--- src/sv/cr_pkg.sv ---
// Shared definitions for the circle rasterizer.
// Holds the command opcode type and the pixel index constants; no dependencies.
`default_nettype none

package cr_pkg;

	typedef enum logic {
		OP_START = 1'b0,
		OP_STEP  = 1'b1
	} op_t;

	localparam int PIX_PER_POINT = 8;
	localparam int PIX_IDX_BITS = 3;
	localparam logic [PIX_IDX_BITS-1:0] PIX_FIRST = 3'd0;
	localparam logic [PIX_IDX_BITS-1:0] PIX_LAST = 3'd7;

endpackage

`default_nettype wire

--- src/sv/cr_cmd_if.sv ---
// Command channel of the circle rasterizer: valid/ready handshake with payload.
// Standalone interface; no dependencies.
`default_nettype none

interface cr_cmd_if #(
	parameter int COORD_BITS = 12
);
	logic                  valid;
	logic                  ready;
	logic                  opcode;
	logic [COORD_BITS-1:0] center_x;
	logic [COORD_BITS-1:0] center_y;
	logic [COORD_BITS-1:0] radius;

	modport source (output valid, opcode, center_x, center_y, radius, input ready);
	modport sink (input valid, opcode, center_x, center_y, radius, output ready);
endinterface

`default_nettype wire

--- src/sv/cr_pix_if.sv ---
// Pixel channel of the circle rasterizer: valid/ready handshake with payload.
// Standalone interface; no dependencies.
`default_nettype none

interface cr_pix_if #(
	parameter int COORD_BITS = 12
);
	logic                         valid;
	logic                         ready;
	logic signed [COORD_BITS+1:0] pixel_x;
	logic signed [COORD_BITS+1:0] pixel_y;
	logic                         last_of_step;
	logic                         circle_done;

	modport source (output valid, pixel_x, pixel_y, last_of_step, circle_done, input ready);
	modport sink (input valid, pixel_x, pixel_y, last_of_step, circle_done, output ready);
endinterface

`default_nettype wire

--- src/sv/cr_front.sv ---
// Front end: accepts commands, holds the circle state and runs the midpoint update.
// Pushes one point job per drawing command into the job queue; uses cr_pkg and cr_cmd_if.
`default_nettype none

module cr_front #(
	parameter int COORD_BITS = 12
) (
	input  wire                    clk,
	input  wire                    arst_n,
	cr_cmd_if.sink                 cmd,
	output logic                   push_valid,
	input  wire                    push_ready,
	output logic [4*COORD_BITS+2:0] push_data
);
	import cr_pkg::*;

	localparam int OFS_W = COORD_BITS + 1;
	localparam int DEC_W = COORD_BITS + 6;

	logic signed [OFS_W-1:0] ofs_x_q, ofs_y_q, ofs_x_d, ofs_y_d;
	logic signed [DEC_W-1:0] dec_q, dec_d;
	logic [COORD_BITS-1:0]   cx_q, cy_q, cx_d, cy_d;
	logic                    active_q, active_d;
	logic                    accept, is_start, stepping, done;
	logic signed [DEC_W-1:0] x_ext, y_ext, r_ext;

	assign cmd.ready = push_ready;
	assign accept = cmd.valid && cmd.ready;
	assign is_start = (op_t'(cmd.opcode) == OP_START);
	assign stepping = active_q && !(ofs_y_q < ofs_x_q);

	always_comb begin
		ofs_x_d = ofs_x_q;
		ofs_y_d = ofs_y_q;
		dec_d = dec_q;
		cx_d = cx_q;
		cy_d = cy_q;
		active_d = active_q;
		done = 1'b0;
		x_ext = '0;
		y_ext = '0;
		r_ext = DEC_W'(cmd.radius);
		if (is_start) begin
			cx_d = cmd.center_x;
			cy_d = cmd.center_y;
			ofs_x_d = '0;
			ofs_y_d = OFS_W'(cmd.radius);
			dec_d = DEC_W'(3) - (r_ext <<< 1);
			active_d = 1'b1;
		end else if (stepping) begin
			ofs_x_d = ofs_x_q + OFS_W'(1);
			if (dec_q > 0) begin
				ofs_y_d = ofs_y_q - OFS_W'(1);
			end
			x_ext = DEC_W'(ofs_x_d);
			y_ext = DEC_W'(ofs_y_d);
			if (dec_q > 0) begin
				dec_d = dec_q + ((x_ext - y_ext) <<< 2) + DEC_W'(10);
			end else begin
				dec_d = dec_q + (x_ext <<< 2) + DEC_W'(6);
			end
			done = (ofs_y_d < ofs_x_d);
			if (done) begin
				active_d = 1'b0;
			end
		end
	end

	assign push_valid = accept && (is_start || stepping);
	assign push_data = {done, ofs_y_d, ofs_x_d, cy_d, cx_d};

	always_ff @(posedge clk or negedge arst_n) begin
		if (!arst_n) begin
			ofs_x_q <= '0;
			ofs_y_q <= '0;
			dec_q <= '0;
			cx_q <= '0;
			cy_q <= '0;
			active_q <= 1'b0;
		end else if (accept) begin
			ofs_x_q <= ofs_x_d;
			ofs_y_q <= ofs_y_d;
			dec_q <= dec_d;
			cx_q <= cx_d;
			cy_q <= cy_d;
			active_q <= active_d;
		end
	end

	a_done_ends_circle: assert property (@(posedge clk) disable iff (!arst_n)
		push_valid && push_data[4*COORD_BITS+2] |=> !active_q)
		else $error("circle still active after its final step");

endmodule

`default_nettype wire

--- src/sv/cr_fifo.sv ---
// Short job queue between the front end and the pixel emitter.
// Generic width and power-of-two depth; no package dependencies.
`default_nettype none

module cr_fifo #(
	parameter int WIDTH = 51,
	parameter int DEPTH = 2
) (
	input  wire              clk,
	input  wire              arst_n,
	input  wire              push_valid,
	output logic             push_ready,
	input  wire  [WIDTH-1:0] push_data,
	output logic             pop_valid,
	input  wire              pop_ready,
	output logic [WIDTH-1:0] pop_data
);
	localparam int PTR_W = (DEPTH > 1) ? $clog2(DEPTH) : 1;
	localparam int CNT_W = PTR_W + 1;

	logic [WIDTH-1:0] mem_q [DEPTH];
	logic [PTR_W-1:0] wr_ptr_q, rd_ptr_q;
	logic [CNT_W-1:0] cnt_q;
	logic             do_push, do_pop;

	assign push_ready = (cnt_q != CNT_W'(DEPTH));
	assign pop_valid = (cnt_q != '0);
	assign pop_data = mem_q[rd_ptr_q];
	assign do_push = push_valid && push_ready;
	assign do_pop = pop_valid && pop_ready;

	always_ff @(posedge clk) begin
		if (do_push) begin
			mem_q[wr_ptr_q] <= push_data;
		end
	end

	always_ff @(posedge clk or negedge arst_n) begin
		if (!arst_n) begin
			wr_ptr_q <= '0;
			rd_ptr_q <= '0;
			cnt_q <= '0;
		end else begin
			if (do_push) begin
				wr_ptr_q <= wr_ptr_q + PTR_W'(1);
			end
			if (do_pop) begin
				rd_ptr_q <= rd_ptr_q + PTR_W'(1);
			end
			if (do_push && !do_pop) begin
				cnt_q <= cnt_q + CNT_W'(1);
			end else if (do_pop && !do_push) begin
				cnt_q <= cnt_q - CNT_W'(1);
			end
		end
	end

	a_cnt_bound: assert property (@(posedge clk) disable iff (!arst_n)
		cnt_q <= CNT_W'(DEPTH))
		else $error("job queue count exceeds its depth");

endmodule

`default_nettype wire

--- src/sv/cr_back.sv ---
// Back end: takes point jobs from the queue and emits their eight symmetric pixels.
// One pixel per cycle while the pixel port is ready, through a registered output; uses cr_pkg and cr_pix_if.
`default_nettype none

module cr_back #(
	parameter int COORD_BITS = 12
) (
	input  wire                     clk,
	input  wire                     arst_n,
	input  wire                     pop_valid,
	output logic                    pop_ready,
	input  wire  [4*COORD_BITS+2:0] pop_data,
	cr_pix_if.source                pix
);
	import cr_pkg::*;

	localparam int OFS_W = COORD_BITS + 1;
	localparam int PIX_W = COORD_BITS + 2;

	logic [COORD_BITS-1:0]   cx_q, cy_q;
	logic signed [OFS_W-1:0] x_q, y_q, a_sel, b_sel;
	logic                    done_q, busy_q, load, take;
	logic [PIX_IDX_BITS-1:0] idx_q;
	logic signed [PIX_W-1:0] a_ext, b_ext, cx_ext, cy_ext, px, py;
	logic signed [PIX_W-1:0] pixel_x_q, pixel_y_q;
	logic                    last_q, circle_done_q, valid_q;

	assign load = busy_q && (!valid_q || pix.ready);
	assign pop_ready = !busy_q || (load && idx_q == PIX_LAST);
	assign take = pop_valid && pop_ready;

	always_comb begin
		a_sel = idx_q[2] ? y_q : x_q;
		b_sel = idx_q[2] ? x_q : y_q;
		a_ext = PIX_W'(a_sel);
		b_ext = PIX_W'(b_sel);
		cx_ext = PIX_W'({1'b0, cx_q});
		cy_ext = PIX_W'({1'b0, cy_q});
		px = idx_q[0] ? cx_ext - a_ext : cx_ext + a_ext;
		py = idx_q[1] ? cy_ext - b_ext : cy_ext + b_ext;
	end

	always_ff @(posedge clk) begin
		if (take) begin
			{done_q, y_q, x_q, cy_q, cx_q} <= pop_data;
		end
		if (load) begin
			pixel_x_q <= px;
			pixel_y_q <= py;
			last_q <= (idx_q == PIX_LAST);
			circle_done_q <= (idx_q == PIX_LAST) && done_q;
		end
	end

	always_ff @(posedge clk or negedge arst_n) begin
		if (!arst_n) begin
			busy_q <= 1'b0;
			idx_q <= PIX_FIRST;
			valid_q <= 1'b0;
		end else begin
			if (load) begin
				valid_q <= 1'b1;
			end else if (pix.ready) begin
				valid_q <= 1'b0;
			end
			if (take) begin
				busy_q <= 1'b1;
				idx_q <= PIX_FIRST;
			end else if (load) begin
				idx_q <= idx_q + PIX_IDX_BITS'(1);
				if (idx_q == PIX_LAST) begin
					busy_q <= 1'b0;
				end
			end
		end
	end

	assign pix.valid = valid_q;
	assign pix.pixel_x = pixel_x_q;
	assign pix.pixel_y = pixel_y_q;
	assign pix.last_of_step = last_q;
	assign pix.circle_done = circle_done_q;

	a_idx_only_busy: assert property (@(posedge clk) disable iff (!arst_n)
		idx_q != PIX_FIRST |-> busy_q)
		else $error("pixel index advanced without a job in hand");

	a_done_on_last: assert property (@(posedge clk) disable iff (!arst_n)
		valid_q && circle_done_q |-> last_q)
		else $error("circle done flagged on a pixel that is not the last of its point");

endmodule

`default_nettype wire

--- src/sv/circle_rasterizer_top.sv ---
// Midpoint circle rasterizer with eight-way symmetry. A start or a step that
// still has a point to draw produces eight pixels, one per cycle at the pixel
// port while the port is ready; the single pixel output register sets that
// rate. A step with nothing to draw produces no pixels and pushes no job.
// Commands are taken one per cycle until the two-entry job queue is full, so
// the command side runs ahead of the pixel side by up to two points plus the
// one being emitted.
`default_nettype none

module circle_rasterizer_top #(
	parameter int COORD_BITS = 12
) (
	input  wire      clk,
	input  wire      arst_n,
	cr_cmd_if.sink   cmd,
	cr_pix_if.source pix
);
	localparam int JOB_W = 4 * COORD_BITS + 3;
	localparam int QUEUE_DEPTH = 2;

	logic             push_valid, push_ready, pop_valid, pop_ready;
	logic [JOB_W-1:0] push_data, pop_data;

	cr_front #(.COORD_BITS(COORD_BITS)) u_front (
		.clk(clk),
		.arst_n(arst_n),
		.cmd(cmd),
		.push_valid(push_valid),
		.push_ready(push_ready),
		.push_data(push_data)
	);

	cr_fifo #(.WIDTH(JOB_W), .DEPTH(QUEUE_DEPTH)) u_fifo (
		.clk(clk),
		.arst_n(arst_n),
		.push_valid(push_valid),
		.push_ready(push_ready),
		.push_data(push_data),
		.pop_valid(pop_valid),
		.pop_ready(pop_ready),
		.pop_data(pop_data)
	);

	cr_back #(.COORD_BITS(COORD_BITS)) u_back (
		.clk(clk),
		.arst_n(arst_n),
		.pop_valid(pop_valid),
		.pop_ready(pop_ready),
		.pop_data(pop_data),
		.pix(pix)
	);

endmodule

`default_nettype wire
--- src/flat_wrapper.sv ---
// flat-port wrapper written by rule: the top's interface ports become plain ports
module circle_rasterizer_top_flat 
#(
	parameter int COORD_BITS = 12
)
  (clk, arst_n, cmd_valid, cmd_opcode, cmd_center_x, cmd_center_y, cmd_radius, cmd_ready, pix_valid, pix_pixel_x, pix_pixel_y, pix_last_of_step, pix_circle_done, pix_ready);
  cr_cmd_if #(.COORD_BITS(COORD_BITS)) cmd_i ();
  cr_pix_if #(.COORD_BITS(COORD_BITS)) pix_i ();
  input  wire clk;
  input  wire arst_n;
  input wire logic [$bits(cmd_i.valid)-1:0] cmd_valid;
  input wire logic [$bits(cmd_i.opcode)-1:0] cmd_opcode;
  input wire logic [$bits(cmd_i.center_x)-1:0] cmd_center_x;
  input wire logic [$bits(cmd_i.center_y)-1:0] cmd_center_y;
  input wire logic [$bits(cmd_i.radius)-1:0] cmd_radius;
  output wire logic [$bits(cmd_i.ready)-1:0] cmd_ready;
  output wire logic [$bits(pix_i.valid)-1:0] pix_valid;
  output wire logic [$bits(pix_i.pixel_x)-1:0] pix_pixel_x;
  output wire logic [$bits(pix_i.pixel_y)-1:0] pix_pixel_y;
  output wire logic [$bits(pix_i.last_of_step)-1:0] pix_last_of_step;
  output wire logic [$bits(pix_i.circle_done)-1:0] pix_circle_done;
  input wire logic [$bits(pix_i.ready)-1:0] pix_ready;
  assign cmd_i.valid = cmd_valid;
  assign cmd_i.opcode = cmd_opcode;
  assign cmd_i.center_x = cmd_center_x;
  assign cmd_i.center_y = cmd_center_y;
  assign cmd_i.radius = cmd_radius;
  assign cmd_ready = cmd_i.ready;
  assign pix_valid = pix_i.valid;
  assign pix_pixel_x = pix_i.pixel_x;
  assign pix_pixel_y = pix_i.pixel_y;
  assign pix_last_of_step = pix_i.last_of_step;
  assign pix_circle_done = pix_i.circle_done;
  assign pix_i.ready = pix_ready;
  circle_rasterizer_top #(.COORD_BITS(COORD_BITS)) u_core (.clk(clk), .arst_n(arst_n), .cmd(cmd_i), .pix(pix_i));
endmodule
--- config.mk ---
export PLATFORM = sky130hd
export DESIGN_NAME = circle_rasterizer_top_flat
export DESIGN_NICKNAME = d
export VERILOG_FILES = /design/src/sv/cr_pkg.sv /design/src/sv/cr_cmd_if.sv /design/src/sv/cr_pix_if.sv /design/src/sv/cr_front.sv /design/src/sv/cr_fifo.sv /design/src/sv/cr_back.sv /design/src/sv/circle_rasterizer_top.sv /design/src/flat_wrapper.sv
export SDC_FILE = /design/constraint.sdc
export NUM_CORES = 1
export LEC_CHECK = 0
export BUFFER_PORTS_ARGS = -buffer_cell sky130_fd_sc_hd__buf_2
export CAP_MARGIN = 20
export CORE_ASPECT_RATIO = 1.1
export CORE_MARGIN = 3
export CORE_UTILIZATION = 52
export CTS_CLUSTER_DIAMETER = 200
export DETAILED_ROUTE_END_ITERATION = 7
export PLACE_DENSITY_LB_ADDON = 0.15
export SYNTH_ARGS = -nofsm -noshare
export SYNTH_HDL_FRONTEND = slang
export SYNTH_SLANG_ARGS = --single-unit
--- constraint.sdc ---
create_clock -name clk -period 5.12 [get_ports clk]
set_input_delay 0.768 -clock clk [delete_from_list [all_inputs] [get_ports clk]]
set_output_delay 0.768 -clock clk [all_outputs]
set_load 0.005 [all_outputs]
Word-level counts from Yosys, hierarchy flattened
Memories as Yosys holds them, arrays and structs flattened. A register that Yosys moved wholly into a read port is not among the register bits.
Index checks and enable logic that the tools add are counted.
{"block": "word_totals", "ff_bits": 108, "mem_bits_rw": 102, "input_bits": 41, "out_inout_bits": 32, "wordCells": 100, "n_memories": 1}
{"name": "u_core.u_fifo.mem_q", "depth": 2, "width": 51, "read_ports": 1, "rd_clocked_by_memory_dff": 1, "write_ports": 1, "line_no": "cr_fifo.sv:21", "text": "logic [WIDTH-1:0] mem_q [DEPTH];"}
{"block": "op_classes", "add_sub_neg": 17, "magnitude_cmp": 3, "n_eq_ne": 4, "muxes": 32, "n_bitwise": 1, "reduce_logical": 26}
{"cell": "$mux W13", "count": 9}
{"cell": "$mux W18", "count": 3}
{"cell": "$sub A13 B13 Y14", "count": 3}
{"cell": "$add A13 B13 Y14", "count": 2}
{"cell": "$mux W14", "count": 2}
{"cell": "$lt A13 B13 Y1", "count": 2}
{"cell": "$mux W12", "count": 2}
{"cell": "$add A18 B15 Y18", "count": 1}
{"cell": "$add A18 B16 Y18", "count": 1}
{"cell": "$add A18 B4 Y18 const B", "count": 1}
{"cell": "$add A18 B5 Y18 const B", "count": 1}
{"cell": "$gt A18 B1 Y1 const B", "count": 1}
{"cell": "$sub A2 B13 Y14 const A", "count": 1}
{"cell": "$add A13 B2 Y13 const B", "count": 1}
{"cell": "$sub A13 B2 Y13 const B", "count": 1}
{"cell": "$mux W1", "count": 12}
{"cell": "$logic_and A1 B1 Y1", "count": 10}
{"cell": "$reduce_bool A2 Y1", "count": 5}
{"cell": "$mux W3", "count": 2}
{"cell": "$logic_not A1 Y1", "count": 5}
{"cell": "$mux W2", "count": 2}
{"cell": "$ne A2 B1 Y1 const B", "count": 2}
{"cell": "$reduce_and A2 Y1", "count": 2}
{"cell": "$add A3 B1 Y3 const B", "count": 1}
{"cell": "other kinds (8)", "count": 11}

Longest topological paths before layout
Gate-level depths: netlist of the first run.
{"block": "depth", "depth_word": 11, "mapped_depth": 27, "depth_no_buf": 25}

Modules after synthesis
A second synthesis of the first run with hierarchy kept.
{"block": "hier_totals", "hier_cells": 1499, "hier_area_um2": 16251.8}
{"module": "cr_front", "instances": 1, "cells_per_inst": 899, "area_each_um2": 7224.4, "seq_area_each_um2": 1726.7}
{"module": "cr_back", "instances": 1, "cells_per_inst": 423, "area_each_um2": 4901.0, "seq_area_each_um2": 2557.5}
{"module": "cr_fifo", "instances": 1, "cells_per_inst": 177, "area_each_um2": 4126.5, "seq_area_each_um2": 3163.0}

Worst setup path before layout of the first run
Ideal clock, no wire load.
{"block": "synth_path", "path_type": "register to register", "from": "register u_core.u_front.dec_q[1]", "to": "register u_core.u_front.dec_q[17]", "setup_time_ps": 122, "arrival_time_ps": 5420, "required_ps": 4998, "path_slack_ps": -422, "stages_incl_launch_ff": 28, "path_buffers": 2, "period_less_slack_ps": 5542, "path_cell_list": "dfrtp_1 > or4_1 > nor3_2 > a31oi_1 > buf_2 > clkbuf_1 > xnor2_1 > ha_1 > inv_1 > fa_1 > a21o_1 > a21oi_1 > nor2b_1 > o21a_1 > o311ai_1 > a21oi_1 > o41ai_1 > xnor2_1 > ha_1 > ha_1 > and3_1 > nand3_1 > o211ai_1 > a41oi_1 > o21ai_1 > xnor2_1 > nand3_1 > a32o_1"}
{"block": "synth_between", "elab_chain_cells": 10, "elab_cells_between_ends": 12, "cone_classes": "add/sub (5); order compare (1); mux (6)"}
{"item": "start, declared", "line_no": "cr_front.sv:21", "text": "logic signed [DEC_W-1:0] dec_q, dec_d;"}
{"item": "start signal, assigned", "line_no": "cr_front.sv:76", "text": "dec_q <= '0;"}
{"item": "start signal, assigned", "line_no": "cr_front.sv:83", "text": "dec_q <= dec_d;"}
{"item": "$gt A18 B1 Y1", "line_no": "cr_front.sv:52, cr_front.sv:57"}
{"item": "$mux W13", "line_no": "cr_front.sv:52", "text": "if (dec_q > 0) begin"}
{"item": "$mux W13", "line_no": "cr_front.sv:50", "text": "end else if (stepping) begin"}
{"item": "$mux W13", "line_no": "cr_front.sv:43", "text": "if (is_start) begin"}
{"item": "$sub A13 B13 Y14", "line_no": "cr_front.sv:58", "text": "dec_d = dec_q + ((x_ext - y_ext) <<< 2) + DEC_W'(10);"}
{"item": "$add A18 B16 Y18", "line_no": "cr_front.sv:58"}
{"item": "$add A18 B5 Y18", "line_no": "cr_front.sv:58"}
{"item": "$mux W18 *", "line_no": "cr_front.sv:57", "text": "if (dec_q > 0) begin"}
{"item": "$mux W18 *", "line_no": "cr_front.sv:50"}
{"item": "$mux W18 *", "line_no": "cr_front.sv:43"}
Mark *: on every way between the ends. The rest lies on a longest branch, timed or not. The select of a mux whose other input is x is not followed.
A chain may end at the register's enable or synchronous reset.

Worst setup path in the final report of the first run
{"block": "layout_path", "from": "register u_core.u_front.dec_q[2]", "to": "register u_core.u_front.dec_q[17]"}
Same word-level chain as after synthesis.

==> results of run 1 <==
==> per-stage QoR <==
stage	hold WS [ps]	TNS (ps)	instance area [µm²]	worst slack, ps	util
CTS	239	-79.5	18300	-43.2	0.615
detailed placement	480	-1450	17200	-360	0.578
global placement	479	-981	17200	-269	0.578
global route	262	-1390	18700	-328	0.628
floorplan	456	-230	15900	-187	-
finish	236	-97.6	18700	-50.4	0.628
==> cells in the final DEF, fill, tap and decap left out, drive strengths merged, types with 17 or more instances in the layout <==
cell type / synthesis / final
a21o: 20 / 20
xor2: 49 / 49
mux2: 100 / 100
nand3: 17 / 17
nor2: 105 / 105
o21ai: 70 / 70
nor3: 30 / 30
inv: 56 / 56
dfrtp: 78 / 78
mux2i: 52 / 52
o22ai: 17 / 17
buf: 19 / 180
clkbuf: 42 / 39
ha: 117 / 117
xnor2: 89 / 89
a21oi: 90 / 90
nand2: 80 / 80
edfxtp: 183 / 183
==> cells by family (layout without fill, tap and decap cells) <==
family	after synthesis	after routing	synth area share
and+or+nand+nor	319	319	0.0973
AOI/OAI and AO/OA	305	305	0.123
DFF	261	261	0.471
muxes	152	152	0.104
xor gates and xnor gates	138	138	0.0764
adders and majority gates	122	122	0.0988
buffers and inverters	118	289	0.0298
==> metal layers <==
metal	part of all wire	GRT usage	up-vias
li1	-	-	5510
met1	0.42	0.286	5407
met2	0.51	0.403	254
met3	0.039	0.0280	82
met4	0.031	0.0673	0
met5	0	0	-
==> state kept, by name (all words and copies together), names as in the netlist, 2 cells and up <==
name / cells
u_core.u_back.cx_q: 12
u_core.u_back.pix.pixel_y: 14
u_core.u_front.cx_q: 12
u_core.u_back.pix.pixel_x: 14
u_core.u_front.dec_q: 18
u_core.u_back.idx_q: 3
u_core.u_back.y_q: 13
u_core.u_back.x_q: 13
u_core.u_fifo.cnt_q: 2
u_core.u_back.cy_q: 12
u_core.u_front.cy_q: 12
u_core.u_front.ofs_x_q: 13
u_core.u_front.ofs_y_q: 13
u_core.u_fifo.mem_q: 102
==> worst paths after layout <==
path                                             to  slack, ps
hold / removal               u_core.u_front.cx_q[9]        240
min in group clk             u_core.u_front.cy_q[8]        500
hold reg to reg              u_core.u_front.cy_q[8]        500
setup / recovery           u_core.u_front.dec_q[17]        -50
setup reg to reg           u_core.u_front.dec_q[17]        -50
max in group asynchronous    u_core.u_fifo.rd_ptr_q       3830
==> cells in the mapped netlist, drive strengths merged (3+ instances only) <==
master	n
and3	15
or3	13
mux2i	52
a211oi	11
o21bai	6
a221oi	3
buf	19
a31oi	14
dfrtp	78
a21o	20
a21oi	90
nand3	17
and2	7
o31ai	5
or4	5
o211ai	6
nand2b	12
a41o	4
o21a	10
fa	5
ha	117
inv	56
nor3	30
a31o	4
nor4	7
or2	4
edfxtp	183
o41ai	4
a21boi	6
o21ai	70
o22ai	17
xor2	49
o311ai	3
nor2	105
mux2	100
a22oi	3
a211o	3
nor3b	6
clkbuf	42
nand2	80
xnor2	89
a22o	9
o32ai	3
and4	3
nor2b	10
==> what timing repair did <==
item                       CTS  global route
gates resized for setup     22            51
pin swaps                   16            49
setup endpoints to repair    6             8
setup buffers                6            10
==> layout make-up <==
class	count	share of cell area
Clock buffer	39	0.0419
Clock inverter	13	0.00823
Inverter	57	0.0114
Multi-Input combinational cell	1036	0.448
Sequential cell	261	0.398
Tap cell	408	0.0273
Timing Repair Buffer	180	0.0653
==> worst reg2reg max path, cell delays in order, from the launching register on <==
cell	delay [ps]
dfrtp_1	370
or4_4	540
nor3_4	200
a31oi_4	140
xnor2_2	140
ha_2	180
inv_2	50
fa_2	360
a21o_1	180
a21oi_2	150
nor2b_1	70
o21a_1	210
o311ai_4	270
a21oi_2	120
o41ai_2	240
xnor2_1	160
ha_1	280
ha_4	280
and3_4	210
nand3_2	70
o211ai_1	110
a41oi_2	70
o21ai_1	170
xnor2_1	140
nand3_1	90
a32o_1	280
==> results.yml, run 1 <==
outcome:
  status: "complete, but fails checks"
  violations: "setup timing"
timing:
  min_period_over_period: 1.01
  rsz0062_at_grt: "yes"
  finalCriticalPeriod_ps: 5170
  fin_ws_ps: -50.4
  relSlewSlack: 0.487
  timing.fmax_ghz: 0.193
  worstMarginPinSlew_ps: 769
  clock_skew_ps: 17.2
  setup_viol: 3
  hold_viol: 0
  finalMaxSlewViolations: 0
yosys:
  postSynthRegisterBits: 261
  synth_area_per_cell_um2: 11.2
  synth_top_area_share: 0.347
  ys_types: 74
  synthTopCellsByArea: "edfxtp_1, dfrtp_1, ha_1"
  ys.flop_type: "edfxtp_1"
  async_flop_share: 0.299
  yosysTopAreaCell: "edfxtp_1"
  synth_edf_count: 183
  synth_nets: 1578
  syn_area_mm2: 0.0158
  synthCells: 1415
  yosysSeqAreaShare: 0.471
  yosysWarnings: 0
detailed_routing:
  drt_iter0_drc: 566
  vias_per_cell: 5.64
  routed_wl_um: 37300
  vias: 11300
  wl_per_cell_um: 18.7
  drc: 0
  drtAntennaViolNets: 0
  first_pass_iters: 5
placement:
  dp.cells: 1927
  gp_congestion: 0.915
  place_hpwl_um: 27200
  port-buffer-count: 72
setup_path:
  start_kind: "flip-flop"
  slowest_delay_ps: 540
  crit_type: "reg -> reg"
  crit_start: "u_core.u_front.dec_q[2]"
  slowest_stage: "or4_4"
  crit-reg2reg-launch: "u_core.u_front.dec_q[2]"
  critical_path_buf_inv_count: 1
  crit_path_max_fanout: 3
  cp_top_family: "compound AO/OA/AOI/OAI gates"
  required_ps: 5550
  r2r_cells: 25
  path_depth: 25
  crit_arrival_ps: 5600
  cp-end-kind: "flip-flop"
clock_tree:
  cts_sinks: 261
  clk_latency_ps: 540
  cts_max_level: 1
  cts_tree: "yes"
  clk_pin_slew_ps: 60
  cts_buffers: 28
  cts_root_buf: "clkbuf_16"
  ctsLongestPathBuffers: 3
  ctsHoldBuffers: 0
finish:
  fillers: 2386
  nets: 1727
  synthToLayoutAreaGrowth_pct: 18.2
  layout.cells.non_filler: 1994
  antenna_cells: 0
  seq_area_mm2: 0.00745
  final_layout_size_suffix_gt1_frac: 0.255
  multi_input_area_mm2: 0.00837
global_routing:
  grtUsageTotal: 0.226
  grt_pass1_wl_um: 58300
  grt-ovfl-total: 0
  grt_pass1_vias: 11200
  antenna_found_initial: 0
  grt_max_degree: 59
hold_path:
  hold_class: "in -> async"
die:
  die-width_um: 172
  io_pins: 73
  die_h_um: 189
  core_area_mm2: 0.0298
  initial_utilization: 0.531
  fp-row-count: 66
  die_area_mm2: 0.0326
run:
  drv_cap: 0
Power of run 1 is not shown: default switching activity piles up to over one toggle a cycle in this logic, so the estimate is an artifact.
==> run 2: changes to the inputs <==
SETUP_SLACK_MARGIN = 0.05   (was not set)
==> run 2 against run 1 <==
Net effect:
- the flow still finishes with violations (setup timing)
- die area stayed put
- register-to-register slack worse by 110 ps
- fmax is 2.1% lower
- count of clock-buffer cells in the layout is 5 lower
- core utilization is 1.5 points lower
- via count is 2.2% lower
- highest routed layer unchanged
- non-clock buffer count is 13 lower
- global-route usage is 0.34 points higher
- flip-flop and latch count stayed put
- routed wire length is 1.1% lower
- worst setup slack worse by 110 ps
- worst hold slack better by 89 ps
==> results.yml, run 2 (same netlist as run 1, synthesis figures left out) <==
detailed_routing:
  drt_iter0_drc: 629
  vias: 11000
  vias_per_cell: 5.57
  wl_per_cell_um: 18.7
  drc: 0
  first_pass_iters: 5
  routed_wl_um: 36900
  drtAntennaViolNets: 0
finish:
  layout.cells.non_filler: 1977
  reg.largest.list: "u_core.u_fifo.mem_q x102, u_core.u_front.dec_q x18"
  final_layout_size_suffix_gt1_frac: 0.233
  largest_register_ffs: 102
  regMostFlops: "u_core.u_fifo.mem_q"
  final_common_cell: "edfxtp_1"
  nets: 1713
  antenna_cells: 0
  synthToLayoutAreaGrowth_pct: 15.4
  final_cell_mix: "edfxtp_1, ha_1, nor2_1"
  seq_area_mm2: 0.00745
  fillers: 2417
  multi_input_area_mm2: 0.00816
  fin_area_mm2: 0.0183
run:
  drv_cap: 0
timing:
  timing.fmax_ghz: 0.189
  finalMaxSlewViolations: 0
  relSlewSlack: 0.465
  worstMarginPinSlew_ps: 802
  fin_hold_ws_ps: 325
  finalCriticalPeriod_ps: 5280
  min_period_over_period: 1.03
  rsz0062_at_grt: "yes"
  setup_viol: 2
  fin_ws_ps: -159
  clock_skew_ps: 9.27
  hold_viol: 0
setup_path:
  crit-reg2reg-launch: "u_core.u_front.dec_q[2]"
  crit_type: "reg -> reg"
  required_ps: 5530
  start_kind: "flip-flop"
  crit_start: "u_core.u_front.dec_q[2]"
  cp-end-kind: "flip-flop"
  crit_arrival_ps: 5690
  crit_path_max_fanout: 5
clock_tree:
  ctsHoldBuffers: 0
  cts_buffers: 27
  cts_sinks: 261
  clk_latency_ps: 530
  cts_tree: "yes"
  ctsLongestPathBuffers: 3
  clk_pin_slew_ps: 70
  cts_root_buf: "clkbuf_16"
  cts_max_level: 1
die:
  die-width_um: 172
  io_pins: 73
  initial_utilization: 0.531
  die_h_um: 189
  die_area_mm2: 0.0326
  fp-row-count: 66
  core_area_mm2: 0.0298
global_routing:
  grt-ovfl-total: 0
  grt_max_degree: 59
  antenna_found_initial: 0
  grt_pass1_wl_um: 59200
  grt_pass1_vias: 11200
  grtUsageTotal: 0.229
hold_path:
  hold_class: "in -> async"
placement:
  place_ws_ps: -393
  place_area_mm2: 0.0172
  port-buffer-count: 72
  place_hpwl_um: 26900
  gp_congestion: 0.920
  dp.cells: 1923
outcome:
  violations: "setup timing"
  status: "complete, but fails checks"
run 2: cell count changes in the layout (fill, tap and decap cells not counted), moves of 3 or more:
| cell | before | now |
|---|---|---|
| buf_4 | 102 | 95 |
| buf_6 | 7 | 1 |
| bufinv_16 | 3 | 0 |
| clkbuf_1 | 8 | 4 |
| ha_1 | 105 | 111 |
| ha_4 | 9 | 5 |
| nand2_1 | 77 | 80 |
| nor2_4 | 4 | 1 |
| o21ai_4 | 3 | 0 |
run 2: cell type report:
class | count | area share
clock buffers | 34 | 0.0401
clock inverters | 14 | 0.00521
inverters | 57 | 0.0117
multi-input cells | 1036 | 0.447
flip-flops and latches | 261 | 0.408
well taps | 408 | 0.0280
repair buffers | 167 | 0.0604
run 2: final timing paths:
kind / end / slack (ps) / depth (start not counted)
min: u_core.u_front.cx_q[9] / 330 / 1
max in group asynchronous: u_core.u_fifo.rd_ptr_q / 3830 / 2
min reg2reg: u_core.u_front.cx_q[10] / 500 / 1
max reg2reg: u_core.u_front.dec_q[17] / -160 / 25
min in group clk: u_core.u_front.cx_q[10] / 500 / 1
max: u_core.u_front.dec_q[17] / -160 / 25
run 2: stage by stage:
step | setup TNS, ps | util
after global routing | -1600 | 0.612
after global placement | -841 | 0.577
after detailed placement | -1310 | 0.577
after CTS | -134 | 0.609
final | -220 | 0.612
after floorplan | -226 | -
run 2: layer usage:
metal / vias up / global-route usage / wire [µm]
met5: - / 0 / 0
met4: 0 / 0.0525 / 795
met3: 54 / 0.0294 / 1380
met2: 197 / 0.417 / 18900
met1: 5282 / 0.290 / 15800
li1: 5474 / - / -
run 2: repair_timing:
item | in CTS | in global routing
endpoints found under the setup margin | 6 | 7
resized for setup | 17 | 11
pin swaps | 19 | 11
setup buffers | 3 | 2
run 2: worst max-delay path: stages (launching register included):
cell and delay (ps):
dfrtp_1 390, or4_4 560, nor3_4 220, a31oi_4 150
xnor2_2 140, ha_2 180, inv_2 40, fa_2 340
a21o_1 180, a21oi_2 140, nor2b_1 70, o21a_1 190
o311ai_2 280, a21oi_2 130, o41ai_2 240, xnor2_1 170
ha_1 290, ha_4 300, and3_4 200, nand3_2 70
o211ai_1 100, a41oi_2 70, o21ai_1 180, xnor2_1 130
nand3_1 110, a32o_1 300
Power of run 2 is left out for the same reason.
==> run 3: changes to the inputs <==
PLACE_DENSITY = 0.71   (was not set)
PLACE_DENSITY_LB_ADDON = not set   (was 0.15)
SYNTH_HIERARCHICAL = 1   (was not set)
==> run 3 against run 2 <==
Net effect:
- register-to-register slack better by 170 ps
- clock skew is 6.1 ps higher
- core utilization decreased by 0.26 points
- first-iteration DRC count increased by 38%
- the flow now finishes without violations
- non-clock buffer count shrank 7
- count of clock-buffer cells in the layout is 6 higher
- critical path type unchanged
- worst setup slack improved by 170 ps
==> results.yml, run 3 <==
die:
  core_area_mm2: 0.0306
  io_pins: 73
  die_h_um: 191
  die-width_um: 175
  initial_utilization: 0.531
  fp-row-count: 67
  die_area_mm2: 0.0334
yosys:
  yosysTopAreaCell: "edfxtp_1"
  yosysWarnings: 6
  ys_types: 79
  synth_most_common_cell: "edfxtp_1"
  synth_top_area_share: 0.338
  async_flop_share: 0.299
  postSynthRegisterBits: 261
  ys.flop_type: "edfxtp_1"
  synthTopCellsByArea: "edfxtp_1, dfrtp_1, ha_1"
  synth_nets: 1662
  synth_area_per_cell_um2: 10.8
  syn_area_mm2: 0.0163
  synthCells: 1499
  yosysSeqAreaShare: 0.458
  synth_edf_count: 183
  synth_common_cells: "edfxtp_1, nand2_1, nor2_1"
detailed_routing:
  drtAntennaViolNets: 0
  wl_per_cell_um: 17.5
  drc: 0
  vias: 11500
  drt_iter0_drc: 870
  vias_per_cell: 5.59
  first_pass_iters: 5
  routed_wl_um: 36000
global_routing:
  antenna_found_initial: 0
  grt_max_degree: 67
  grtUsageTotal: 0.208
  grt_pass1_vias: 11200
  grt_pass1_wl_um: 56900
  grt-ovfl-total: 0
timing:
  finalMaxSlewViolations: 0
  setup_viol: 0
  worstMarginPinSlew_ps: 858
  rsz0062_at_grt: "yes"
  clock_skew_ps: 15.4
  hold_viol: 0
  relSlewSlack: 0.423
  finalCriticalPeriod_ps: 5110
  min_period_over_period: 0.999
  timing.fmax_ghz: 0.196
clock_tree:
  cts_tree: "yes"
  cts_root_buf: "clkbuf_16"
  cts_max_level: 1
  clk_pin_slew_ps: 70
  ctsLongestPathBuffers: 3
  clk_latency_ps: 520
  cts_sinks: 261
  cts_buffers: 27
placement:
  place_area_mm2: 0.0174
  port-buffer-count: 72
  dp.cells: 1998
  gp_congestion: 0.929
  place_hpwl_um: 26100
setup_path:
  crit_type: "reg -> reg"
  cp-end-kind: "flip-flop"
  required_ps: 5540
  crit_arrival_ps: 5530
  crit_path_max_fanout: 4
  start_kind: "flip-flop"
finish:
  largest_register_ffs: 102
  final_cell_mix: "edfxtp_1, nand2_1, nor2_1"
  final_layout_size_suffix_gt1_frac: 0.221
  synthToLayoutAreaGrowth_pct: 14.8
  layout.cells.non_filler: 2063
  reg.largest.list: "u_core/u_fifo/mem_q x102, u_core/u_front/dec_q x18"
  antenna_cells: 0
  final_util: 0.610
  final_common_cell: "edfxtp_1"
  regMostFlops: "u_core/u_fifo/mem_q"
  fin_area_mm2: 0.0187
  nets: 1792
hold_path:
  hold_class: "in -> async"
run:
  drv_cap: 0
power:
  power_density_mw_per_mm2: 723
  p_leak_uw: 0.00756
  peakVddDrop_v: 0.000579
outcome:
  status: "complete, no violations"
run 3: worst paths after layout:
kind | from | end | slack (ps) | depth (start not counted)
setup / recovery | u_core/u_front/dec_q[3] | u_core/u_front/dec_q[15] | 6 | 23
hold / removal | arst_n | u_core/u_front/cy_q[3] | 340 | 1
setup reg to reg | u_core/u_front/dec_q[3] | u_core/u_front/dec_q[15] | 6 | 23
hold reg to reg | u_core/u_front/cx_q[2] | u_core/u_front/cx_q[2] | 470 | 2
max in group asynchronous | arst_n | u_core/u_fifo/rd_ptr_q | 3890 | 2
min in group clk | cmd_center_x[3] | u_core/u_front/cx_q[3] | 450 | 3
run 3: power breakdown:
| group | switching [µW] | leakage [µW] | internal [µW] |
|---|---|---|---|
| Clock | 778 | 0.000407 | 1110 |
| Sequential | 376 | 0.00263 | 3140 |
| Combinational | 4320 | 0.00452 | 3780 |
run 3: kinds of logic after synthesis:
kind of cell / synth area share
AND/OR/NAND/NOR: 0.131
AO/OA/AOI/OAI: 0.115
flip-flops: 0.458
XOR/XNOR: 0.0760
adder cells (fa/ha/maj): 0.0962
multiplexers: 0.0899
buffers and inverters: 0.0336
run 3: final cells by class:
| class | instances | area [µm²] |
|---|---|---|
| sequential | 261 | 7450 |
| timing repair buffer | 160 | 1050 |
| inverter | 53 | 199 |
| clock buffer | 40 | 744 |
| clock inverter | 9 | 106 |
| fill | 2418 | 11900 |
| multi-input combinational | 1126 | 8590 |
| tap | 414 | 518 |
run 3: timing repair:
| action | CTS | global route |
|---|---|---|
| buffers inserted | 0 | 16 |
| pin swaps | 2 | 32 |
| resized for setup | 8 | 57 |
| hold buffers | 0 | 0 |
| setup endpoints to repair | 6 | 8 |
run 3: stage by stage:
stage	setup slack, ps	hold slack, ps	power (µW)	TNS (ps)
3_5_place_dp	-162	457	10800	-381
3_3_place_gp	-43.6	452	10600	-43.6
6_report	6.26	337	13500	0
4_1_cts	7.26	371	12700	0
5_1_grt	-184	395	14500	-403
2_1_floorplan	23.8	440	8990	0
run 3: worst max-delay path, cell delays in order (launching register included):
cell	delay, ps
dfrtp_1	380
or4_4	540
nor3_4	290
a31o_4	220
buf_6	100
a21oi_2	50
buf_4	140
fa_2	370
a21o_1	180
a21oi_2	140
o21bai_1	120
a221o_1	320
a31o_2	220
a21o_1	170
a21oi_2	130
xnor2_1	90
ha_1	330
ha_4	250
and3_4	190
buf_4	140
a211oi_2	210
xor2_1	170
a21oi_1	90
o21a_1	170
run 3: routing by layer:
layer	vias up	track usage	wire length [µm]
met5	-	0	0
met2	263	0.364	17600
li1	5702	-	-
met3	74	0.0217	1480
met4	0	0.0798	1350
met1	5494	0.269	15600
No activity file was read; power rests on OpenSTA's default activity.
